### src/xec_pkg.sv
`timescale 1ns / 1ps

package xec_pkg;

  // Most bytes one text byte can produce, and most bytes held after an ampersand.
  localparam int NUM_RES  = 6;
  localparam int HELD_MAX = 4;
  localparam int NUM_ENT  = 5;
  localparam int NAME_MAX = 5;

  localparam logic [7:0] CH_AMP  = 8'h26;
  localparam logic [7:0] CH_LT   = 8'h3C;
  localparam logic [7:0] CH_GT   = 8'h3E;
  localparam logic [7:0] CH_APOS = 8'h27;
  localparam logic [7:0] CH_QUOT = 8'h22;

  // Register index of the direction register (one address bit above the byte offset).
  localparam logic REG_DIRECTION = 1'b0;

  localparam logic DIR_ESCAPE   = 1'b0;
  localparam logic DIR_UNESCAPE = 1'b1;

  typedef enum logic [2:0] {
    ENT_LT   = 3'd0,
    ENT_GT   = 3'd1,
    ENT_AMP  = 3'd2,
    ENT_APOS = 3'd3,
    ENT_QUOT = 3'd4
  } ent_t;

  typedef logic [NAME_MAX-1:0][7:0] name_t;

  typedef struct packed {
    logic [7:0] text_byte;
    logic       text_end;
  } in_item_t;

  typedef struct packed {
    logic [7:0] out_byte;
    logic       run_last;
    logic       out_end;
  } out_item_t;

  // All result bytes caused by one text byte; byte 0 goes out first.
  typedef struct packed {
    logic [NUM_RES-1:0][7:0] bytes;
    logic [2:0]              count;
    logic                    text_end;
  } job_t;

  function automatic logic [7:0] ent_raw(ent_t k);
    logic [7:0] r;
    unique case (k)
      ENT_LT:   r = CH_LT;
      ENT_GT:   r = CH_GT;
      ENT_AMP:  r = CH_AMP;
      ENT_APOS: r = CH_APOS;
      ENT_QUOT: r = CH_QUOT;
      default:  r = CH_AMP;
    endcase
    return r;
  endfunction

  // Entity name without the leading ampersand, first character in element 0.
  function automatic name_t ent_name(ent_t k);
    name_t r;
    r = '0;
    unique case (k)
      ENT_LT: begin
        r[0] = 8'h6C; r[1] = 8'h74; r[2] = 8'h3B;
      end
      ENT_GT: begin
        r[0] = 8'h67; r[1] = 8'h74; r[2] = 8'h3B;
      end
      ENT_AMP: begin
        r[0] = 8'h61; r[1] = 8'h6D; r[2] = 8'h70; r[3] = 8'h3B;
      end
      ENT_APOS: begin
        r[0] = 8'h61; r[1] = 8'h70; r[2] = 8'h6F; r[3] = 8'h73; r[4] = 8'h3B;
      end
      ENT_QUOT: begin
        r[0] = 8'h71; r[1] = 8'h75; r[2] = 8'h6F; r[3] = 8'h74; r[4] = 8'h3B;
      end
      default: r = '0;
    endcase
    return r;
  endfunction

  function automatic logic [2:0] ent_len(ent_t k);
    logic [2:0] r;
    unique case (k)
      ENT_LT, ENT_GT:     r = 3'd3;
      ENT_AMP:            r = 3'd4;
      ENT_APOS, ENT_QUOT: r = 3'd5;
      default:            r = 3'd5;
    endcase
    return r;
  endfunction

endpackage

### src/xec_front.sv
`timescale 1ns / 1ps

module xec_front (
  input  logic              clk,
  input  logic              rst,
  input  logic              dir,
  input  logic              clear,
  input  logic              accept,
  input  xec_pkg::in_item_t item,
  output xec_pkg::job_t     job,
  output logic              job_push
);

  logic [xec_pkg::HELD_MAX-1:0][7:0] held;
  logic [xec_pkg::HELD_MAX-1:0][7:0] held_next;
  logic [2:0]                        held_count;
  logic [2:0]                        held_count_next;
  logic                              amp_pending;
  logic                              amp_pending_next;

  logic [7:0]                        c;
  logic [xec_pkg::NAME_MAX-1:0][7:0] cand;
  logic [2:0]                        len;
  logic [2:0]                        n;
  logic                              enc_hit;
  xec_pkg::ent_t                     enc_k;
  logic                              hit;
  xec_pkg::ent_t                     hit_k;
  logic                              prefix;
  logic                              match;
  xec_pkg::name_t                    nm;

  always_comb begin
    c                = item.text_byte;
    job              = '0;
    n                = '0;
    held_next        = held;
    held_count_next  = held_count;
    amp_pending_next = amp_pending;
    enc_hit          = 1'b0;
    enc_k            = xec_pkg::ENT_LT;
    hit              = 1'b0;
    hit_k            = xec_pkg::ENT_LT;
    prefix           = 1'b0;
    match            = 1'b0;
    cand             = '0;
    len              = '0;
    nm               = '0;

    if (dir == xec_pkg::DIR_ESCAPE) begin
      for (int k = 0; k < xec_pkg::NUM_ENT; k++) begin
        if (c == xec_pkg::ent_raw(xec_pkg::ent_t'(3'(k)))) begin
          enc_hit = 1'b1;
          enc_k   = xec_pkg::ent_t'(3'(k));
        end
      end
      if (enc_hit) begin
        nm           = xec_pkg::ent_name(enc_k);
        job.bytes[0] = xec_pkg::CH_AMP;
        for (int i = 0; i < xec_pkg::NAME_MAX; i++) begin
          job.bytes[i+1] = nm[i];
        end
        n = 3'(xec_pkg::ent_len(enc_k) + 3'd1);
      end else begin
        job.bytes[0] = c;
        n            = 3'd1;
      end
    end else begin
      if (amp_pending) begin
        // Candidate name: the held bytes followed by the new byte.
        for (int i = 0; i < xec_pkg::HELD_MAX; i++) begin
          cand[i] = (3'(i) < held_count) ? held[i] : c;
        end
        cand[xec_pkg::HELD_MAX] = c;
        len = 3'(held_count + 3'd1);

        for (int k = 0; k < xec_pkg::NUM_ENT; k++) begin
          nm    = xec_pkg::ent_name(xec_pkg::ent_t'(3'(k)));
          match = (len <= xec_pkg::ent_len(xec_pkg::ent_t'(3'(k))));
          for (int i = 0; i < xec_pkg::NAME_MAX; i++) begin
            if (3'(i) < len && cand[i] != nm[i]) begin
              match = 1'b0;
            end
          end
          if (match) begin
            if (len == xec_pkg::ent_len(xec_pkg::ent_t'(3'(k)))) begin
              hit   = 1'b1;
              hit_k = xec_pkg::ent_t'(3'(k));
            end else begin
              prefix = 1'b1;
            end
          end
        end

        if (hit) begin
          job.bytes[0]     = xec_pkg::ent_raw(hit_k);
          n                = 3'd1;
          amp_pending_next = 1'b0;
          held_count_next  = '0;
        end else if (prefix && held_count < 3'(xec_pkg::HELD_MAX)) begin
          held_next[held_count[1:0]] = c;
          held_count_next            = 3'(held_count + 3'd1);
        end else begin
          // Mismatch: give back the ampersand and held bytes literally,
          // then treat the new byte as the start of fresh text.
          job.bytes[0] = xec_pkg::CH_AMP;
          for (int i = 0; i < xec_pkg::HELD_MAX; i++) begin
            if (3'(i) < held_count) begin
              job.bytes[i+1] = held[i];
            end
          end
          n                = 3'(held_count + 3'd1);
          amp_pending_next = 1'b0;
          held_count_next  = '0;
          if (c == xec_pkg::CH_AMP) begin
            amp_pending_next = 1'b1;
          end else begin
            job.bytes[n] = c;
            n            = 3'(n + 3'd1);
          end
        end
      end else begin
        if (c == xec_pkg::CH_AMP) begin
          amp_pending_next = 1'b1;
          held_count_next  = '0;
        end else begin
          job.bytes[0] = c;
          n            = 3'd1;
        end
      end

      // End of text flushes whatever is still held. Held bytes remain only
      // when nothing was emitted above, so they start right after the ampersand.
      if (item.text_end && amp_pending_next) begin
        job.bytes[n] = xec_pkg::CH_AMP;
        for (int i = 0; i < xec_pkg::HELD_MAX; i++) begin
          if (3'(i) < held_count_next) begin
            job.bytes[i+1] = held_next[i];
          end
        end
        n                = 3'(n + 3'd1 + held_count_next);
        amp_pending_next = 1'b0;
        held_count_next  = '0;
      end
    end

    job.count    = n;
    job.text_end = item.text_end;
  end

  assign job_push = accept && (n != 3'd0);

  always_ff @(posedge clk) begin
    if (rst) begin
      held_count  <= '0;
      amp_pending <= 1'b0;
    end else if (clear) begin
      held_count  <= '0;
      amp_pending <= 1'b0;
    end else if (accept) begin
      held_count  <= held_count_next;
      amp_pending <= amp_pending_next;
    end
  end

  always_ff @(posedge clk) begin
    if (accept) begin
      held <= held_next;
    end
  end

endmodule

### src/xec_job_fifo.sv
`timescale 1ns / 1ps

module xec_job_fifo #(
  parameter int DEPTH = 2
) (
  input  logic          clk,
  input  logic          rst,
  input  logic          wr_en,
  input  xec_pkg::job_t wr_job,
  output logic          full,
  input  logic          rd_en,
  output xec_pkg::job_t rd_job,
  output logic          rd_valid
);

  localparam int AW = (DEPTH > 1) ? $clog2(DEPTH) : 1;
  localparam int CW = $clog2(DEPTH + 1);

  xec_pkg::job_t mem [DEPTH];
  logic [AW-1:0] wr_ptr;
  logic [AW-1:0] rd_ptr;
  logic [CW-1:0] count;

  assign full     = (count == CW'(DEPTH));
  assign rd_valid = (count != '0);
  assign rd_job   = mem[rd_ptr];

  always_ff @(posedge clk) begin
    if (wr_en) begin
      mem[wr_ptr] <= wr_job;
    end
  end

  always_ff @(posedge clk) begin
    if (rst) begin
      wr_ptr <= '0;
      rd_ptr <= '0;
      count  <= '0;
    end else begin
      if (wr_en) begin
        wr_ptr <= (wr_ptr == AW'(DEPTH - 1)) ? '0 : AW'(wr_ptr + 1'b1);
      end
      if (rd_en) begin
        rd_ptr <= (rd_ptr == AW'(DEPTH - 1)) ? '0 : AW'(rd_ptr + 1'b1);
      end
      if (wr_en && !rd_en) begin
        count <= CW'(count + 1'b1);
      end else if (!wr_en && rd_en) begin
        count <= CW'(count - 1'b1);
      end
    end
  end

endmodule

### src/xec_back.sv
`timescale 1ns / 1ps

module xec_back (
  input  logic               clk,
  input  logic               rst,
  input  xec_pkg::job_t      job,
  input  logic               job_valid,
  output logic               job_pop,
  output xec_pkg::out_item_t result,
  output logic               empty,
  input  logic               pop
);

  logic [2:0]         idx;
  logic               out_valid;
  xec_pkg::out_item_t out_reg;
  logic               load;
  logic               is_last;

  assign empty   = !out_valid;
  assign result  = out_reg;
  assign load    = job_valid && (!out_valid || pop);
  assign is_last = (idx == 3'(job.count - 3'd1));
  assign job_pop = load && is_last;

  always_ff @(posedge clk) begin
    if (rst) begin
      idx       <= '0;
      out_valid <= 1'b0;
    end else begin
      if (load) begin
        out_valid <= 1'b1;
        idx       <= is_last ? 3'd0 : 3'(idx + 3'd1);
      end else if (pop) begin
        out_valid <= 1'b0;
      end
    end
  end

  always_ff @(posedge clk) begin
    if (load) begin
      out_reg.out_byte <= job.bytes[idx];
      out_reg.run_last <= is_last;
      out_reg.out_end  <= is_last && job.text_end;
    end
  end

endmodule

### src/xml_entity_escape_codec.sv
`timescale 1ns / 1ps
// An accepted byte goes from the front end into the job queue, then from the
// queue to the output register. Throughput: one result byte per cycle while
// popped; a text byte yields zero to six bytes, sent in turn by the output
// serializer. Synchronous active-high reset empties the job queue and output
// register, clears any held ampersand and resets direction to escape.

module xml_entity_escape_codec #(
  parameter int JOB_QUEUE_DEPTH = 2
) (
  input  logic               clk,
  input  logic               rst,
  // Input text, one byte per transaction.
  input  logic               push,
  output logic               full,
  input  xec_pkg::in_item_t  item,
  // Converted text, one byte per transaction.
  output logic               empty,
  input  logic               pop,
  output xec_pkg::out_item_t result,
  // Configuration port.
  input  logic               psel,
  input  logic               penable,
  input  logic               pwrite,
  input  logic [2:0]         paddr,
  input  logic [31:0]        pwdata,
  output logic [31:0]        prdata,
  output logic               pready
);

  // The direction register lives here. A write to it also drops any partially
  // matched entity in the front end, so decoding starts clean afterwards.
  logic          dir;
  logic          cfg_wr;
  logic          dir_wr;

  logic          accept;
  xec_pkg::job_t front_job;
  logic          front_push;
  xec_pkg::job_t head_job;
  logic          head_valid;
  logic          head_pop;

  assign pready = 1'b1;
  assign cfg_wr = psel && penable && pwrite && pready;
  assign dir_wr = cfg_wr && (paddr[2] == xec_pkg::REG_DIRECTION);

  always_comb begin
    prdata = '0;
    if (paddr[2] == xec_pkg::REG_DIRECTION) begin
      prdata[0] = dir;
    end
  end

  always_ff @(posedge clk) begin
    if (rst) begin
      dir <= xec_pkg::DIR_ESCAPE;
    end else if (dir_wr) begin
      dir <= pwdata[0];
    end
  end

  // The front end classifies each byte and builds, combinationally, the complete
  // list of bytes it causes; a byte that is only held pushes no job.
  assign accept = push && !full;

  xec_front u_front (
    .clk      (clk),
    .rst      (rst),
    .dir      (dir),
    .clear    (dir_wr),
    .accept   (accept),
    .item     (item),
    .job      (front_job),
    .job_push (front_push)
  );

  // Short job queue between classification and output; the front stalls
  // only when it is full.
  xec_job_fifo #(
    .DEPTH (JOB_QUEUE_DEPTH)
  ) u_job_fifo (
    .clk      (clk),
    .rst      (rst),
    .wr_en    (front_push),
    .wr_job   (front_job),
    .full     (full),
    .rd_en    (head_pop),
    .rd_job   (head_job),
    .rd_valid (head_valid)
  );

  // The back end walks the head job one byte per cycle, while the output register
  // is empty or popped, into that register and marks the last byte of each job and the end of the text.
  xec_back u_back (
    .clk       (clk),
    .rst       (rst),
    .job       (head_job),
    .job_valid (head_valid),
    .job_pop   (head_pop),
    .result    (result),
    .empty     (empty),
    .pop       (pop)
  );

endmodule
### config.mk
export PLATFORM = sky130hd
export DESIGN_NAME = xml_entity_escape_codec
export DESIGN_NICKNAME = d
export VERILOG_FILES = /design/src/xec_pkg.sv /design/src/xec_front.sv /design/src/xec_job_fifo.sv /design/src/xec_back.sv /design/src/xml_entity_escape_codec.sv
export SDC_FILE = /design/constraint.sdc
export NUM_CORES = 1
export LEC_CHECK = 0
export BUFFER_PORTS_ARGS = -buffer_cell sky130_fd_sc_hd__clkbuf_2
export CAP_MARGIN = 0
export CORE_MARGIN = 3
export CORE_UTILIZATION = 44
export CTS_CLUSTER_DIAMETER = 200
export DETAILED_ROUTE_END_ITERATION = 10
export PLACE_DENSITY_LB_ADDON = 0.25
export SLEW_MARGIN = 15
export SYNTH_ARGS = -nofsm -noshare
export SYNTH_HDL_FRONTEND = slang
export SYNTH_SLANG_ARGS = --single-unit
### constraint.sdc
create_clock -name clk -period 8.9 [get_ports clk]
set_clock_uncertainty 0.1 [all_clocks]
set_input_delay 1.78 -clock clk [delete_from_list [all_inputs] [get_ports clk]]
set_output_delay 1.78 -clock clk [all_outputs]
set_load 0.005 [all_outputs]
==> impl_metrics.tcl <==
set metrics [dict create \
    slowest_delay_ns 0.81 \
    path_clk_slew_ns 0.07 \
    synthesis.area_um2 9500 \
    p_leak_nw 3.48 \
    hold_violations 0 \
    use_met1_pct 32.4 \
    synth_top_area_share_pct 46.1 \
    cts_tree "yes" \
    row_count 53 \
    mostFrequentLayoutCells "edfxtp_1, nand2_1, nor2_1, a21oi_1, o21ai_0" \
    crit_path_start_kind "input pin" \
    synth_top_flop_cell "edfxtp_1" \
    synth.ff_latch_count 160 \
    rsz0062_at_grt "false" \
    crit_path_top_delay_cell "or4_1" \
    grt_pass1_wl_um 39700 \
    portBuffers 30 \
    crit_buf_inv 4 \
    timing.final.ws_setup_ns 1.92 \
    synth.avg_cell_area_um2 10.9 \
    cap_violations 0 \
    post-dp-hpwl_um 18000 \
    ctsLongestPathBuffers 2 \
    end_kind "flip-flop" \
    max_slew.worst_pin.slew_ns 1.24 \
    fin_util_pct 48.8 \
    yosysTopAreaCell "edfxtp_1" \
    place_congestion 0.976 \
    status "finished, final reports clean" \
    report.final.slew_viol_count 0 \
    period_needed_ns 6.98 \
    synth_cells 874 \
    grt_usage_pct 22.0 \
    placed_area_um2 9720 \
    cts_made_buffers 17 \
    stdcell_area_um2 10300 \
    cts_setup_buffers 0 \
    fmax_mhz 143 \
    area_delta_synth_final_pct 8.28 \
    period_share_pct 78.4 \
    place_inst 1133 \
    critPathMaxFanout 27 \
    dp_slack_ns 1.53 \
    core_um2 21100 \
    cp.required_ns 8.92 \
    async_flop_share_pct 0 \
    dieArea_um2 23400 \
    dr.first_iter.drc_count 832 \
    num_vias 7217 \
    crit_chain "clkbuf_2, inv_1, or4_1, nor3_2, inv_2, ha_1, o21ai_0, o21ai_0, ha_1, fa_1, nand2_1, a31oi_1, mux2_4, nor3_4, o31a_1, and2_2, buf_4" \
    layout.nets 942 \
    ir_drop_mv 0.132 \
    ant_nets 0 \
    io-pin-count 96 \
    crit_type "in2reg" \
    ctsHoldBuffers 0 \
    via_per_inst 6.19 \
    wl_per_cell_um 22.3 \
    routed_wl_um 26000 \
    synth_cell_types 94 \
    clk_latency_ns 0.43 \
    setup_violations 0 \
    hold_path_class "reg2reg" \
    overflow 0 \
    grt_pass1_vias 6682 \
    arrival_ns 6.99 \
    timing.slew.headroom_pct 17.6 \
    ys_warn_count 0 \
    power_density_nw_per_um2 205 \
    die_y_um 153 \
    cts_resized 0 \
    grt_start_max_net_pins 42 \
    root_buffer "clkbuf_16" \
    start_util_pct 45.1 \
    dr.pass1.iters 5 \
    drc 0 \
    grt_use_met2_pct 33.3 \
    critPathTopFamily "simple AND/OR/NAND/NOR gates" \
    synth-edff-count 146 \
    final_common_cell "edfxtp_1" \
    antenna_found_initial 0 \
    die_w_um 153 \
    final_layout_size_suffix_gt1_share_pct 15.5 \
    final.setup.tns_ns 0 \
    cts_sinks 160 \
    synth.area.top_cells "edfxtp_1, mux4_2, dfxtp_1" \
    grt_use_met3_pct 4.16 \
    finalNonFillerCells 1165 \
    antenna_cells 0 \
    ys_seq_area_share_pct 49.1 \
    grt-busiest-layer "met2" \
    nFillCells 1944 \
    h-tree-depth 4 \
]
layout make-up:
type	count	area, µm²	share of cell area, %
clock buffers	18	429	4.17
clock inverters	14	134	1.30
inverters	32	120	1.17
multi-input cells	626	4360	42.3
flip-flops and latches	160	4670	45.4
well taps	275	344	3.34
repair buffers	40	238	2.31
registers in the layout, indices dropped and copies added (netlist names), 2 cells and up, named ones only:
register / cells
u_back.idx: 3
u_back.result: 10
u_front.held: 32
u_front.held_count: 3
u_job_fifo.count: 2
u_job_fifo.mem: 104
metal layers:
layer  wire length, µm  vias up  part of all wire, %
li1                  -     3283                    -
met3              2060       48                  7.9
met1             11600     3511                   44
met5                 0        -                    0
met4               634        0                  2.4
met2             11800      375                   45
worst min-delay path: stages, from the launching register on:
cell and delay (ns):
dfxtp_1 0.31, nand2b_1 0.08, a21oi_1 0.06
power by group:
group          internal (mW)  total [mW]  switching [mW]
Sequential             0.946        1.01          0.0611
Combinational          0.185       0.396           0.211
Clock                  0.390       0.708           0.317
Total                   1.52        2.11           0.589
through the flow:
step	hold WS [ns]	power (mW)
floorplan	0.363	1.31
global placement	0.387	1.42
detailed placement	0.387	1.43
CTS	0.398	2.13
global route	0.428	2.21
finish	0.394	2.11
worst paths after layout:
kind,start,slack (ns),endpoint,depth (start not counted)
worst max-delay path,item[2],1.92,u_job_fifo.mem[1][42]$_DFFE_PP_,17
worst min-delay path,u_back.out_valid$_SDFFE_PP0P_,0.39,u_back.out_valid$_SDFFE_PP0P_,2
worst max register to register,u_front.held_count[0]$_SDFFE_PP0P_,2.29,u_job_fifo.mem[1][42]$_DFFE_PP_,20
worst min register to register,u_back.out_valid$_SDFFE_PP0P_,0.39,u_back.out_valid$_SDFFE_PP0P_,2
cells by family after synthesis:
kind of cell    synth area share, %
simple gates                   16.5
compound gates                 15.5
flops                          49.1
buf+inv                        6.32
mux                            9.31
fa+ha+maj                      1.92
xor+xnor                       1.21
other cells                  0.0790
synth_stat cells, drive strengths merged (14+ instances only):
| library cell | number |
|---|---|
| a21oi | 54 |
| buf | 55 |
| clkbuf | 31 |
| dfxtp | 14 |
| edfxtp | 146 |
| inv | 31 |
| mux2 | 16 |
| mux2i | 16 |
| mux4 | 24 |
| nand2 | 75 |
| nand3 | 33 |
| nor2 | 63 |
| nor3 | 22 |
| o21ai | 53 |
Power figures use the tool's default switching activity.
